**config.mk**
```make
export PLATFORM = sky130hd
export DESIGN_NAME = masked_nearest_bitmap_scaler
export DESIGN_NICKNAME = d
export VERILOG_FILES = /design/src/rtl/mnbs_pkg.sv /design/src/rtl/mnbs_front.sv /design/src/rtl/mnbs_queue.sv /design/src/rtl/mnbs_back.sv /design/src/rtl/masked_nearest_bitmap_scaler.sv
export SDC_FILE = /design/constraint.sdc
export NUM_CORES = 1
export LEC_CHECK = 0
export BUFFER_PORTS_ARGS = -buffer_cell sky130_fd_sc_hd__buf_2
export CELL_PAD_IN_SITES_DETAIL_PLACEMENT = 0
export CELL_PAD_IN_SITES_GLOBAL_PLACEMENT = 1
export CORE_MARGIN = 2
export CORE_UTILIZATION = 54
export CTS_CLUSTER_SIZE = 12
export DETAILED_ROUTE_END_ITERATION = 12
export PLACE_DENSITY = 0.9
export SETUP_SLACK_MARGIN = 0.5
export SYNTH_ARGS = -nofsm -noshare
export SYNTH_HDL_FRONTEND = slang
export SYNTH_SLANG_ARGS = --single-unit
```
**constraint.sdc**
```tcl
create_clock -name i_clk -period 18 [get_ports i_clk]
set_input_delay 3.6 -clock i_clk [delete_from_list [all_inputs] [get_ports i_clk]]
set_output_delay 3.6 -clock i_clk [all_outputs]
set_load 0.03 [all_outputs]
```
**src/rtl/mnbs_pkg.sv**
```systemverilog
`timescale 1ns / 1ps
// Shared types, constants and width helpers for the masked nearest bitmap scaler.
// Used by every module in rtl/; depends on nothing.
package mnbs_pkg;

    localparam int DEF_MAX_DIMENSION = 2048;
    localparam int DEF_MAX_SCALE     = 4;
    localparam int QUEUE_DEPTH       = 4;

    localparam int PIXEL_W  = 8;
    localparam int COORD_W  = 11;
    localparam int CFG_W    = 12;
    localparam int APB_W    = 32;
    localparam int PADDR_W  = 4;
    localparam int REG_IDX_W = 2;

    localparam logic [PIXEL_W-1:0] KEY_COLOUR = 8'd255;

    localparam logic [CFG_W-1:0] RST_SRC_W = 12'd320;
    localparam logic [CFG_W-1:0] RST_SRC_H = 12'd200;
    localparam logic [CFG_W-1:0] RST_TGT_W = 12'd320;
    localparam logic [CFG_W-1:0] RST_TGT_H = 12'd200;

    typedef enum logic [REG_IDX_W-1:0] {
        REG_SRC_W = 2'd0,
        REG_SRC_H = 2'd1,
        REG_TGT_W = 2'd2,
        REG_TGT_H = 2'd3
    } t_reg_idx;

    typedef enum logic [1:0] {
        S_RUN = 2'b01,
        S_DIV = 2'b10
    } t_front_state;

    typedef struct packed {
        logic [CFG_W-1:0] src_w;
        logic [CFG_W-1:0] src_h;
        logic [CFG_W-1:0] tgt_w;
        logic [CFG_W-1:0] tgt_h;
    } t_size_cfg;

    typedef struct packed {
        logic full;
        logic empty;
    } t_queue_status;

    function automatic int dim_width(input int max_dim);
        return $clog2(max_dim + 1);
    endfunction

    function automatic int rpt_width(input int max_scale);
        return $clog2(max_scale + 1);
    endfunction

    // job layout: {pixel, x, y, col_repeats, row_repeats}
    function automatic int job_width(input int max_dim, input int max_scale);
        return PIXEL_W + 2 * dim_width(max_dim) + 2 * rpt_width(max_scale);
    endfunction

endpackage

```
**src/rtl/mnbs_front.sv**
```systemverilog
`timescale 1ns / 1ps
// Front end: accepts source pixels, runs the ratio divider at frame start and the
// Bresenham error steps, and queues one job per repeating pixel. Uses mnbs_pkg.
module mnbs_front #(
    parameter int MAX_DIMENSION = 2048,
    parameter int MAX_SCALE     = 4
) (
    input  logic                                                   i_clk,
    input  logic                                                   i_rst_n,
    input  mnbs_pkg::t_size_cfg                                    i_cfg,
    input  logic                                                   i_valid,
    input  logic [mnbs_pkg::PIXEL_W-1:0]                           i_pixel_in,
    output logic                                                   o_stall,
    input  mnbs_pkg::t_queue_status                                i_queue,
    output logic                                                   o_push,
    output logic [mnbs_pkg::job_width(MAX_DIMENSION, MAX_SCALE)-1:0] o_job
);
    import mnbs_pkg::*;

    localparam int DIM_W = dim_width(MAX_DIMENSION);
    localparam int RPT_W = rpt_width(MAX_SCALE);
    localparam int LIM_W = DIM_W + RPT_W;
    localparam int CMP_W = (CFG_W > DIM_W) ? CFG_W : DIM_W;

    function automatic logic [DIM_W-1:0] clamp_size(input logic [CFG_W-1:0] v);
        logic [CMP_W-1:0] w;
        w = CMP_W'(v);
        if (w == '0) begin
            clamp_size = DIM_W'(1);
        end else if (w > CMP_W'(MAX_DIMENSION)) begin
            clamp_size = DIM_W'(MAX_DIMENSION);
        end else begin
            clamp_size = DIM_W'(w);
        end
    endfunction

    t_front_state       r_state;
    logic [PIXEL_W-1:0] r_pix;
    logic [DIM_W-1:0]   r_sw, r_sh;
    logic [DIM_W-1:0]   r_wr, r_hr;
    logic [RPT_W-1:0]   r_wq, r_hq;
    logic [DIM_W-1:0]   r_col_err, r_row_err;
    logic [DIM_W-1:0]   r_src_col, r_src_row;
    logic [DIM_W-1:0]   r_tgt_col, r_tgt_row;
    logic [RPT_W-1:0]   r_row_rep;

    logic [DIM_W-1:0] sw_c, sh_c, tw_c, th_c, tw_fit, th_fit;
    logic [LIM_W-1:0] w_lim, h_lim;
    logic             accept, frame_start, proc;
    logic             w_sub, h_sub, div_done;
    logic [PIXEL_W-1:0] pix;
    logic             col0, row_end, frame_end;
    logic [DIM_W:0]   row_sum, col_sum, src_col_inc, src_row_inc;
    logic             row_wrap, col_wrap;
    logic [DIM_W-1:0] n_row_err, n_col_err, col_base, tcol_base;
    logic [RPT_W-1:0] rrep, crep;

    // frame latch: clamp sizes and limit each target to MAX_SCALE times its source
    always_comb begin
        sw_c  = clamp_size(i_cfg.src_w);
        sh_c  = clamp_size(i_cfg.src_h);
        tw_c  = clamp_size(i_cfg.tgt_w);
        th_c  = clamp_size(i_cfg.tgt_h);
        w_lim = LIM_W'(sw_c) * LIM_W'(MAX_SCALE);
        h_lim = LIM_W'(sh_c) * LIM_W'(MAX_SCALE);
        tw_fit = (LIM_W'(tw_c) > w_lim) ? DIM_W'(w_lim) : tw_c;
        th_fit = (LIM_W'(th_c) > h_lim) ? DIM_W'(h_lim) : th_c;
    end

    assign o_stall     = !((r_state == S_RUN) && !i_queue.full);
    assign accept      = i_valid && !o_stall;
    assign frame_start = (r_src_col == '0) && (r_src_row == '0);

    // ratio divider: quotient never exceeds MAX_SCALE, so repeated subtraction
    assign w_sub    = (r_wr >= r_sw);
    assign h_sub    = (r_hr >= r_sh);
    assign div_done = !w_sub && !h_sub;

    assign proc = ((r_state == S_RUN) && accept && !frame_start) ||
                  ((r_state == S_DIV) && div_done && !i_queue.full);

    always_comb begin
        pix  = (r_state == S_DIV) ? r_pix : i_pixel_in;
        col0 = (r_src_col == '0);

        row_sum   = {1'b0, r_row_err} + {1'b0, r_hr};
        row_wrap  = (row_sum >= {1'b0, r_sh});
        n_row_err = row_wrap ? DIM_W'(row_sum - {1'b0, r_sh}) : DIM_W'(row_sum);
        if (col0) begin
            rrep = row_wrap ? RPT_W'(r_hq + RPT_W'(1)) : r_hq;
        end else begin
            rrep = r_row_rep;
        end

        col_base  = col0 ? '0 : r_col_err;
        col_sum   = {1'b0, col_base} + {1'b0, r_wr};
        col_wrap  = (col_sum >= {1'b0, r_sw});
        n_col_err = col_wrap ? DIM_W'(col_sum - {1'b0, r_sw}) : DIM_W'(col_sum);
        crep      = col_wrap ? RPT_W'(r_wq + RPT_W'(1)) : r_wq;
        tcol_base = col0 ? '0 : r_tgt_col;

        src_col_inc = {1'b0, r_src_col} + (DIM_W + 1)'(1);
        src_row_inc = {1'b0, r_src_row} + (DIM_W + 1)'(1);
        row_end     = (src_col_inc >= {1'b0, r_sw});
        frame_end   = row_end && (src_row_inc >= {1'b0, r_sh});
    end

    // drop pixels that repeat zero times in either direction
    assign o_push = proc && (crep != '0) && (rrep != '0);
    assign o_job  = {pix, tcol_base, r_tgt_row, crep, rrep};

    always_ff @(posedge i_clk) begin
        if (!i_rst_n) begin
            r_state   <= S_RUN;
            r_src_col <= '0;
            r_src_row <= '0;
        end else begin
            unique case (r_state)
                S_RUN: begin
                    if (accept && frame_start) begin
                        r_pix     <= i_pixel_in;
                        r_sw      <= sw_c;
                        r_sh      <= sh_c;
                        r_wr      <= tw_fit;
                        r_hr      <= th_fit;
                        r_wq      <= '0;
                        r_hq      <= '0;
                        r_row_err <= '0;
                        r_tgt_row <= '0;
                        r_state   <= S_DIV;
                    end
                end
                S_DIV: begin
                    if (w_sub) begin
                        r_wr <= r_wr - r_sw;
                        r_wq <= r_wq + RPT_W'(1);
                    end
                    if (h_sub) begin
                        r_hr <= r_hr - r_sh;
                        r_hq <= r_hq + RPT_W'(1);
                    end
                    if (div_done && !i_queue.full) begin
                        r_state <= S_RUN;
                    end
                end
                default: r_state <= S_RUN;
            endcase

            if (proc) begin
                r_row_rep <= rrep;
                r_col_err <= n_col_err;
                r_tgt_col <= DIM_W'(tcol_base + DIM_W'(crep));
                if (col0 && !frame_end) begin
                    r_row_err <= n_row_err;
                end
                if (row_end) begin
                    r_src_col <= '0;
                    if (frame_end) begin
                        r_src_row <= '0;
                        r_tgt_row <= '0;
                        r_row_err <= '0;
                    end else begin
                        r_src_row <= DIM_W'(src_row_inc);
                        r_tgt_row <= DIM_W'(r_tgt_row + DIM_W'(rrep));
                    end
                end else begin
                    r_src_col <= DIM_W'(src_col_inc);
                end
            end
        end
    end

endmodule

```
**src/rtl/mnbs_queue.sv**
```systemverilog
`timescale 1ns / 1ps
// Small job FIFO between the front end and the write generator.
// Uses mnbs_pkg for the status struct.
module mnbs_queue #(
    parameter int DEPTH  = 4,
    parameter int DATA_W = 8
) (
    input  logic                    i_clk,
    input  logic                    i_rst_n,
    input  logic                    i_push,
    input  logic [DATA_W-1:0]       i_data,
    input  logic                    i_pop,
    output logic [DATA_W-1:0]       o_data,
    output mnbs_pkg::t_queue_status o_status
);
    import mnbs_pkg::*;

    localparam int PTR_W = (DEPTH > 1) ? $clog2(DEPTH) : 1;
    localparam int CNT_W = $clog2(DEPTH + 1);

    logic [DATA_W-1:0] r_mem [DEPTH];
    logic [PTR_W-1:0]  r_wr_ptr, r_rd_ptr;
    logic [CNT_W-1:0]  r_count;
    logic              do_push, do_pop;

    assign o_status.full  = (r_count == CNT_W'(DEPTH));
    assign o_status.empty = (r_count == '0);
    assign do_push = i_push && !o_status.full;
    assign do_pop  = i_pop && !o_status.empty;
    assign o_data  = r_mem[r_rd_ptr];

    always_ff @(posedge i_clk) begin
        if (do_push) begin
            r_mem[r_wr_ptr] <= i_data;
        end
    end

    always_ff @(posedge i_clk) begin
        if (!i_rst_n) begin
            r_wr_ptr <= '0;
            r_rd_ptr <= '0;
            r_count  <= '0;
        end else begin
            if (do_push) begin
                r_wr_ptr <= (r_wr_ptr == PTR_W'(DEPTH - 1)) ? '0 : PTR_W'(r_wr_ptr + PTR_W'(1));
            end
            if (do_pop) begin
                r_rd_ptr <= (r_rd_ptr == PTR_W'(DEPTH - 1)) ? '0 : PTR_W'(r_rd_ptr + PTR_W'(1));
            end
            if (do_push && !do_pop) begin
                r_count <= r_count + CNT_W'(1);
            end else if (do_pop && !do_push) begin
                r_count <= r_count - CNT_W'(1);
            end
        end
    end

endmodule

```
**src/rtl/mnbs_back.sv**
```systemverilog
`timescale 1ns / 1ps
// Write generator: walks each queued job row by row, column by column, one
// destination write per cycle into the output register unless stalled. Uses mnbs_pkg.
module mnbs_back #(
    parameter int MAX_DIMENSION = 2048,
    parameter int MAX_SCALE     = 4
) (
    input  logic                                                   i_clk,
    input  logic                                                   i_rst_n,
    input  logic [mnbs_pkg::job_width(MAX_DIMENSION, MAX_SCALE)-1:0] i_job,
    input  mnbs_pkg::t_queue_status                                i_queue,
    output logic                                                   o_pop,
    output logic                                                   o_valid,
    input  logic                                                   i_stall,
    output logic [mnbs_pkg::COORD_W-1:0]                           o_out_x,
    output logic [mnbs_pkg::COORD_W-1:0]                           o_out_y,
    output logic [mnbs_pkg::PIXEL_W-1:0]                           o_out_pixel,
    output logic                                                   o_write_enable,
    output logic                                                   o_last_write
);
    import mnbs_pkg::*;

    localparam int DIM_W = dim_width(MAX_DIMENSION);
    localparam int RPT_W = rpt_width(MAX_SCALE);
    localparam int JOB_W = job_width(MAX_DIMENSION, MAX_SCALE);
    localparam int NCOL_LO = RPT_W;
    localparam int Y_LO    = 2 * RPT_W;
    localparam int X_LO    = Y_LO + DIM_W;
    localparam int PIX_LO  = X_LO + DIM_W;

    logic [RPT_W-1:0]   r_cx, r_ry;
    logic               r_valid;
    logic [COORD_W-1:0] r_x, r_y;
    logic [PIXEL_W-1:0] r_pix;
    logic               r_we, r_last;

    logic [RPT_W-1:0]   nrow, ncol;
    logic [DIM_W-1:0]   job_x, job_y;
    logic [PIXEL_W-1:0] job_pix;
    logic               load, emit, last_col, last_row;

    assign nrow    = i_job[RPT_W-1:0];
    assign ncol    = i_job[Y_LO-1:NCOL_LO];
    assign job_y   = i_job[X_LO-1:Y_LO];
    assign job_x   = i_job[PIX_LO-1:X_LO];
    assign job_pix = i_job[JOB_W-1:PIX_LO];

    // output register frees when empty or when its item is taken
    assign load     = !r_valid || !i_stall;
    assign emit     = load && !i_queue.empty;
    assign last_col = (r_cx == RPT_W'(ncol - RPT_W'(1)));
    assign last_row = (r_ry == RPT_W'(nrow - RPT_W'(1)));
    assign o_pop    = emit && last_col && last_row;

    always_ff @(posedge i_clk) begin
        if (!i_rst_n) begin
            r_valid <= 1'b0;
            r_cx    <= '0;
            r_ry    <= '0;
        end else begin
            r_valid <= emit || (r_valid && i_stall);
            if (emit) begin
                if (last_col) begin
                    r_cx <= '0;
                    r_ry <= last_row ? '0 : RPT_W'(r_ry + RPT_W'(1));
                end else begin
                    r_cx <= RPT_W'(r_cx + RPT_W'(1));
                end
            end
        end
    end

    always_ff @(posedge i_clk) begin
        if (emit) begin
            r_x    <= COORD_W'(DIM_W'(job_x + DIM_W'(r_cx)));
            r_y    <= COORD_W'(DIM_W'(job_y + DIM_W'(r_ry)));
            r_pix  <= job_pix;
            r_we   <= (job_pix != KEY_COLOUR);
            r_last <= last_col && last_row;
        end
    end

    assign o_valid        = r_valid;
    assign o_out_x        = r_x;
    assign o_out_y        = r_y;
    assign o_out_pixel    = r_pix;
    assign o_write_enable = r_we;
    assign o_last_write   = r_last;

endmodule

```
**src/rtl/masked_nearest_bitmap_scaler.sv**
```systemverilog
`timescale 1ns / 1ps
// Top level of the masked nearest bitmap scaler: APB size registers and the
// front end, job queue and write generator. Uses mnbs_pkg.

// Source pixels enter in raster order, one per cycle while the job queue has
// room and the ratio divider is idle; each becomes row_repeats x col_repeats
// destination writes (0 to MAX_SCALE*MAX_SCALE, 16 at the defaults) that
// leave one per cycle while i_stall is low, rows outer and columns inner, so
// the write generator sets the rate. The first pixel of each frame latches
// the size registers and passes through the ratio divider before its job is
// queued. Sizes are clamped to 1..MAX_DIMENSION and each target to MAX_SCALE
// times its source; size writes take effect at the next frame start. Writes
// of key colour 255 come out with o_write_enable low, and o_last_write marks
// the final write of each pixel (a pixel that repeats zero times makes no
// write at all).
module masked_nearest_bitmap_scaler #(
    parameter int MAX_DIMENSION = mnbs_pkg::DEF_MAX_DIMENSION,
    parameter int MAX_SCALE     = mnbs_pkg::DEF_MAX_SCALE
) (
    input  logic                          i_clk,
    input  logic                          i_rst_n,
    input  logic                          psel,
    input  logic                          penable,
    input  logic                          pwrite,
    input  logic [mnbs_pkg::PADDR_W-1:0]  paddr,
    input  logic [mnbs_pkg::APB_W-1:0]    pwdata,
    output logic [mnbs_pkg::APB_W-1:0]    prdata,
    output logic                          pready,
    input  logic                          i_valid,
    input  logic [mnbs_pkg::PIXEL_W-1:0]  i_pixel_in,
    output logic                          o_stall,
    output logic                          o_valid,
    input  logic                          i_stall,
    output logic [mnbs_pkg::COORD_W-1:0]  o_out_x,
    output logic [mnbs_pkg::COORD_W-1:0]  o_out_y,
    output logic [mnbs_pkg::PIXEL_W-1:0]  o_out_pixel,
    output logic                          o_write_enable,
    output logic                          o_last_write
);
    import mnbs_pkg::*;

    localparam int JOB_W = job_width(MAX_DIMENSION, MAX_SCALE);

    t_size_cfg     r_cfg;
    t_reg_idx      reg_idx;
    logic          cfg_wr;
    t_queue_status q_status;
    logic          push, pop;
    logic [JOB_W-1:0] push_job, head_job;

    assign pready  = 1'b1;
    assign reg_idx = t_reg_idx'(paddr[PADDR_W-1:PADDR_W-REG_IDX_W]);
    assign cfg_wr  = psel && penable && pwrite && pready;

    always_ff @(posedge i_clk) begin
        if (!i_rst_n) begin
            r_cfg.src_w <= RST_SRC_W;
            r_cfg.src_h <= RST_SRC_H;
            r_cfg.tgt_w <= RST_TGT_W;
            r_cfg.tgt_h <= RST_TGT_H;
        end else if (cfg_wr) begin
            unique case (reg_idx)
                REG_SRC_W: r_cfg.src_w <= pwdata[CFG_W-1:0];
                REG_SRC_H: r_cfg.src_h <= pwdata[CFG_W-1:0];
                REG_TGT_W: r_cfg.tgt_w <= pwdata[CFG_W-1:0];
                REG_TGT_H: r_cfg.tgt_h <= pwdata[CFG_W-1:0];
                default:   r_cfg <= r_cfg;
            endcase
        end
    end

    always_comb begin
        unique case (reg_idx)
            REG_SRC_W: prdata = APB_W'(r_cfg.src_w);
            REG_SRC_H: prdata = APB_W'(r_cfg.src_h);
            REG_TGT_W: prdata = APB_W'(r_cfg.tgt_w);
            REG_TGT_H: prdata = APB_W'(r_cfg.tgt_h);
            default:   prdata = '0;
        endcase
    end

    mnbs_front #(
        .MAX_DIMENSION (MAX_DIMENSION),
        .MAX_SCALE     (MAX_SCALE)
    ) u_front (
        .i_clk      (i_clk),
        .i_rst_n    (i_rst_n),
        .i_cfg      (r_cfg),
        .i_valid    (i_valid),
        .i_pixel_in (i_pixel_in),
        .o_stall    (o_stall),
        .i_queue    (q_status),
        .o_push     (push),
        .o_job      (push_job)
    );

    mnbs_queue #(
        .DEPTH  (QUEUE_DEPTH),
        .DATA_W (JOB_W)
    ) u_queue (
        .i_clk    (i_clk),
        .i_rst_n  (i_rst_n),
        .i_push   (push),
        .i_data   (push_job),
        .i_pop    (pop),
        .o_data   (head_job),
        .o_status (q_status)
    );

    mnbs_back #(
        .MAX_DIMENSION (MAX_DIMENSION),
        .MAX_SCALE     (MAX_SCALE)
    ) u_back (
        .i_clk          (i_clk),
        .i_rst_n        (i_rst_n),
        .i_job          (head_job),
        .i_queue        (q_status),
        .o_pop          (pop),
        .o_valid        (o_valid),
        .i_stall        (i_stall),
        .o_out_x        (o_out_x),
        .o_out_y        (o_out_y),
        .o_out_pixel    (o_out_pixel),
        .o_write_enable (o_write_enable),
        .o_last_write   (o_last_write)
    );

endmodule

```
==> results.json <==
{
  "firstDrtPassIters": 6,
  "critPathSlowestCell": "mux4_2",
  "dp_slack_ns": 9.620,
  "setup_ws_ns": 9.620,
  "p_clk_share_pct": 37.9,
  "power_switching_uw": 593.2,
  "grt_pass1_vias": 14270,
  "final_cell_area_um2": 23250,
  "worstHoldStart": "u_front.r_src_row[1]",
  "regToRegEndpoint": "u_queue.r_count[2]",
  "insertedDiodeCount": 0,
  "htreeDepth": 2,
  "cts_tree": "built",
  "syn_area_um2": 21070,
  "die_area_um2": 40620,
  "cts_setup_buffers": 0,
  "ctsHoldBuffers": 0,
  "slew_headroom_pct": 10.27,
  "initial_core_util_pct": 54.65,
  "hold_depth": 2,
  "cp-end-kind": "output port",
  "final_layout_size_suffix_gt1_share_pct": 10.99,
  "root_buffer": "clkbuf_16",
  "synth_top_area_share_pct": 40.90,
  "power_per_cell_area_nw_per_um2": 95.25,
  "slowest_delay_ns": 0.59,
  "cp-start-kind": "input port",
  "seq_area_frac_synth_pct": 49.45,
  "async_flop_share_pct": 0,
  "clock_latency_ns": 0.57,
  "dp_hpwl_um": 31820,
  "drt_drc_violations_left": 0,
  "synthTopCellsByArea": "edfxtp_1 41%, dfxtp_1 8.6%, ha_1 8.6%, mux4_2 5.1%, xnor2_1 3.2%",
  "final_common_cell": "edfxtp_1",
  "finalHoldViolations": 0,
  "dieWidth_um": 201.5,
  "report.final.slew_viol_count": 0,
  "dieHeight_um": 201.5,
  "grtUsageTotal_pct": 22.57,
  "drt_first_iter_violations": 901,
  "cts_made_buffers": 42,
  "worst-endpoint-arrival_ns": 4.78,
  "vias": 14180,
  "antenna_left": 0,
  "synth_edf_count": 287,
  "grt_overflow": 0,
  "num-nets-final": 2130,
  "ir_drop_mv": 0.06127,
  "drv_cap": 0,
  "postPlaceCellArea_um2": 21890,
  "syn_avg_cell_area_um2": 11.35,
  "post_cts_resized": 0,
  "hold_end": "u_front.r_src_row[1]",
  "wirelength_um": 45150,
  "path_class": "input port to output port",
  "io_pins": 118,
  "p_int_mw": 1.621,
  "core_um2": 38560,
  "crit_required_ns": 14.40,
  "post_drt_wl_per_cell_um": 18.24,
  "row_count": 72,
  "antenna_found_initial": 1,
  "rsz0062_at_grt": "false",
  "crit_top_cell": "buf_2",
  "setup_viol": 0,
  "syn2layout_area_growth_pct": 10.33,
  "cts_sinks": 377,
  "port_buffers": 74,
  "finalSetupTns_ns": 0,
  "max_freq_mhz": 119.3,
  "synth_ff_type": "edfxtp_1",
  "period_share_pct": 46.55,
  "timing.rr.start": "u_front.r_src_col[0]",
  "gp_congestion": 0.8824,
  "reg2reg_slack_ns": 11.23,
  "ys_types": 84,
  "synth_warnings": 0,
  "path_clk_slew_ns": 0.06,
  "clockBufferDepth": 3,
  "grt_pass1_wl_um": 73490,
  "outcome": "complete, no violations",
  "path_cells": "buf_2 -> mux4_2 -> buf_2",
  "worstMarginPinSlew_ns": 1.340,
  "r2r_cells": 29,
  "final_cell_mix": "287 x edfxtp_1, 162 x nand2_1, 144 x ha_1, 124 x nor2_1, 114 x inv_1",
  "netlist_instances": 1856,
  "power_frac_comb_pct": 17.2,
  "switching_share_pct": 26.79,
  "worst_hold_path_type": "flip-flop to flip-flop",
  "power_mw": 2.214,
  "cp_max_fo": 18,
  "skew_ns": 0.02742,
  "post-route-util_pct": 60.29,
  "p_leak_nw": 9.190,
  "min_period_ns": 8.380,
  "synth_area_leader_cell": "edfxtp_1",
  "viasPerCell": 5.730,
  "grt_max_degree": 56,
  "ys_seq_elements": 377,
  "pwr-share-seq_pct": 44.9
}
-- sequential cells by signal, summed over array words and instances (netlist names), 8 cells and up, named ones only --
register / count
u_queue.r_mem: 144
r_cfg: 48
u_front.r_col_err: 12
u_front.r_hr: 12
u_front.r_row_err: 12
u_front.r_sh: 12
u_front.r_src_col: 12
u_front.r_src_row: 12
u_front.r_sw: 12
u_front.r_wr: 12
u_back.o_out_x: 11
u_back.o_out_y: 11
u_front.r_tgt_col: 11
u_front.r_tgt_row: 11
u_back.o_out_pixel: 8
u_front.r_pix: 8
-- stage by stage --
step	std cells	hold WS, ns
finish	2475	0.4893
detailed placement	2398	0.4861
global placement	2398	0.4656
global route	2475	0.5181
floorplan	1875	0.4530
CTS	2475	0.4951
-- power by group through the flow --
stage | clock network (mW) | logic (mW) | registers, mW
floorplan | 0 | 0.287 | 1.02
global placement | 0 | 0.366 | 1.01
detailed placement | 0 | 0.376 | 1.01
CTS | 0.856 | 0.379 | 0.995
global route | 0.890 | 0.424 | 0.997
finish | 0.839 | 0.381 | 0.995
-- synthesized netlist by cell type (all sizes together) (20+ instances only) --
master,instances
a21boi,37
a21o,26
a21oi,75
and2,34
buf,35
clkbuf,49
dfxtp,90
edfxtp,287
ha,144
inv,115
mux2i,54
mux4,48
nand2,162
nand2b,38
nand3,44
nor2,126
nor2b,64
nor3,21
o21a,21
o21ai,47
o22ai,20
xnor2,78
xor2,46
-- area by class of cell --
cell class                      count  area [um2]
Multi-Input combinational cell   1299        9911
Clock buffer                       67        1219
Clock inverter                     10       133.9
Timing Repair Buffer               89       483.0
Fill cell                        3051       15310
Tap cell                          518       648.1
Sequential cell                   377       10420
Inverter                          115       431.7
-- layer usage --
layer / GRT usage (%) / wire [um] / share of wire (%)
met5: 0 / 13 / 0.029
met4: 5.804 / 853 / 1.9
met3: 3.806 / 2169 / 4.8
met2: 39.52 / 22520 / 50
met1: 29.15 / 19590 / 43
-- how the worst max path moves through the flow --
| stage | startpoint | to | slack (ns) | cells past startpoint |
|---|---|---|---|---|
| finish | paddr[2] | prdata[7] | 9.62 | 3 |
| global placement | paddr[2] | prdata[10] | 9.62 | 3 |
| CTS | paddr[2] | prdata[7] | 9.62 | 3 |
| global route | paddr[2] | prdata[8] | 9.55 | 3 |
| floorplan | paddr[2] | prdata[10] | 9.29 | 3 |
| detailed placement | paddr[2] | prdata[7] | 9.62 | 3 |
-- worst max-delay path, delay by kind of cell --
family                 cells  cell delay (ns)
muxes                      1             0.59
buffers and inverters      2             0.58
-- cell families after synthesis --
group,synth area share [%]
muxes,8.016
other,0.03564
xor gates and xnor gates,5.154
AOI/OAI and AO/OA,9.940
adders and majority gates,9.596
DFF,49.45
buffers and inverters,3.984
and+or+nand+nor,13.82
Note: power is estimated with default switching activity, not from simulation.
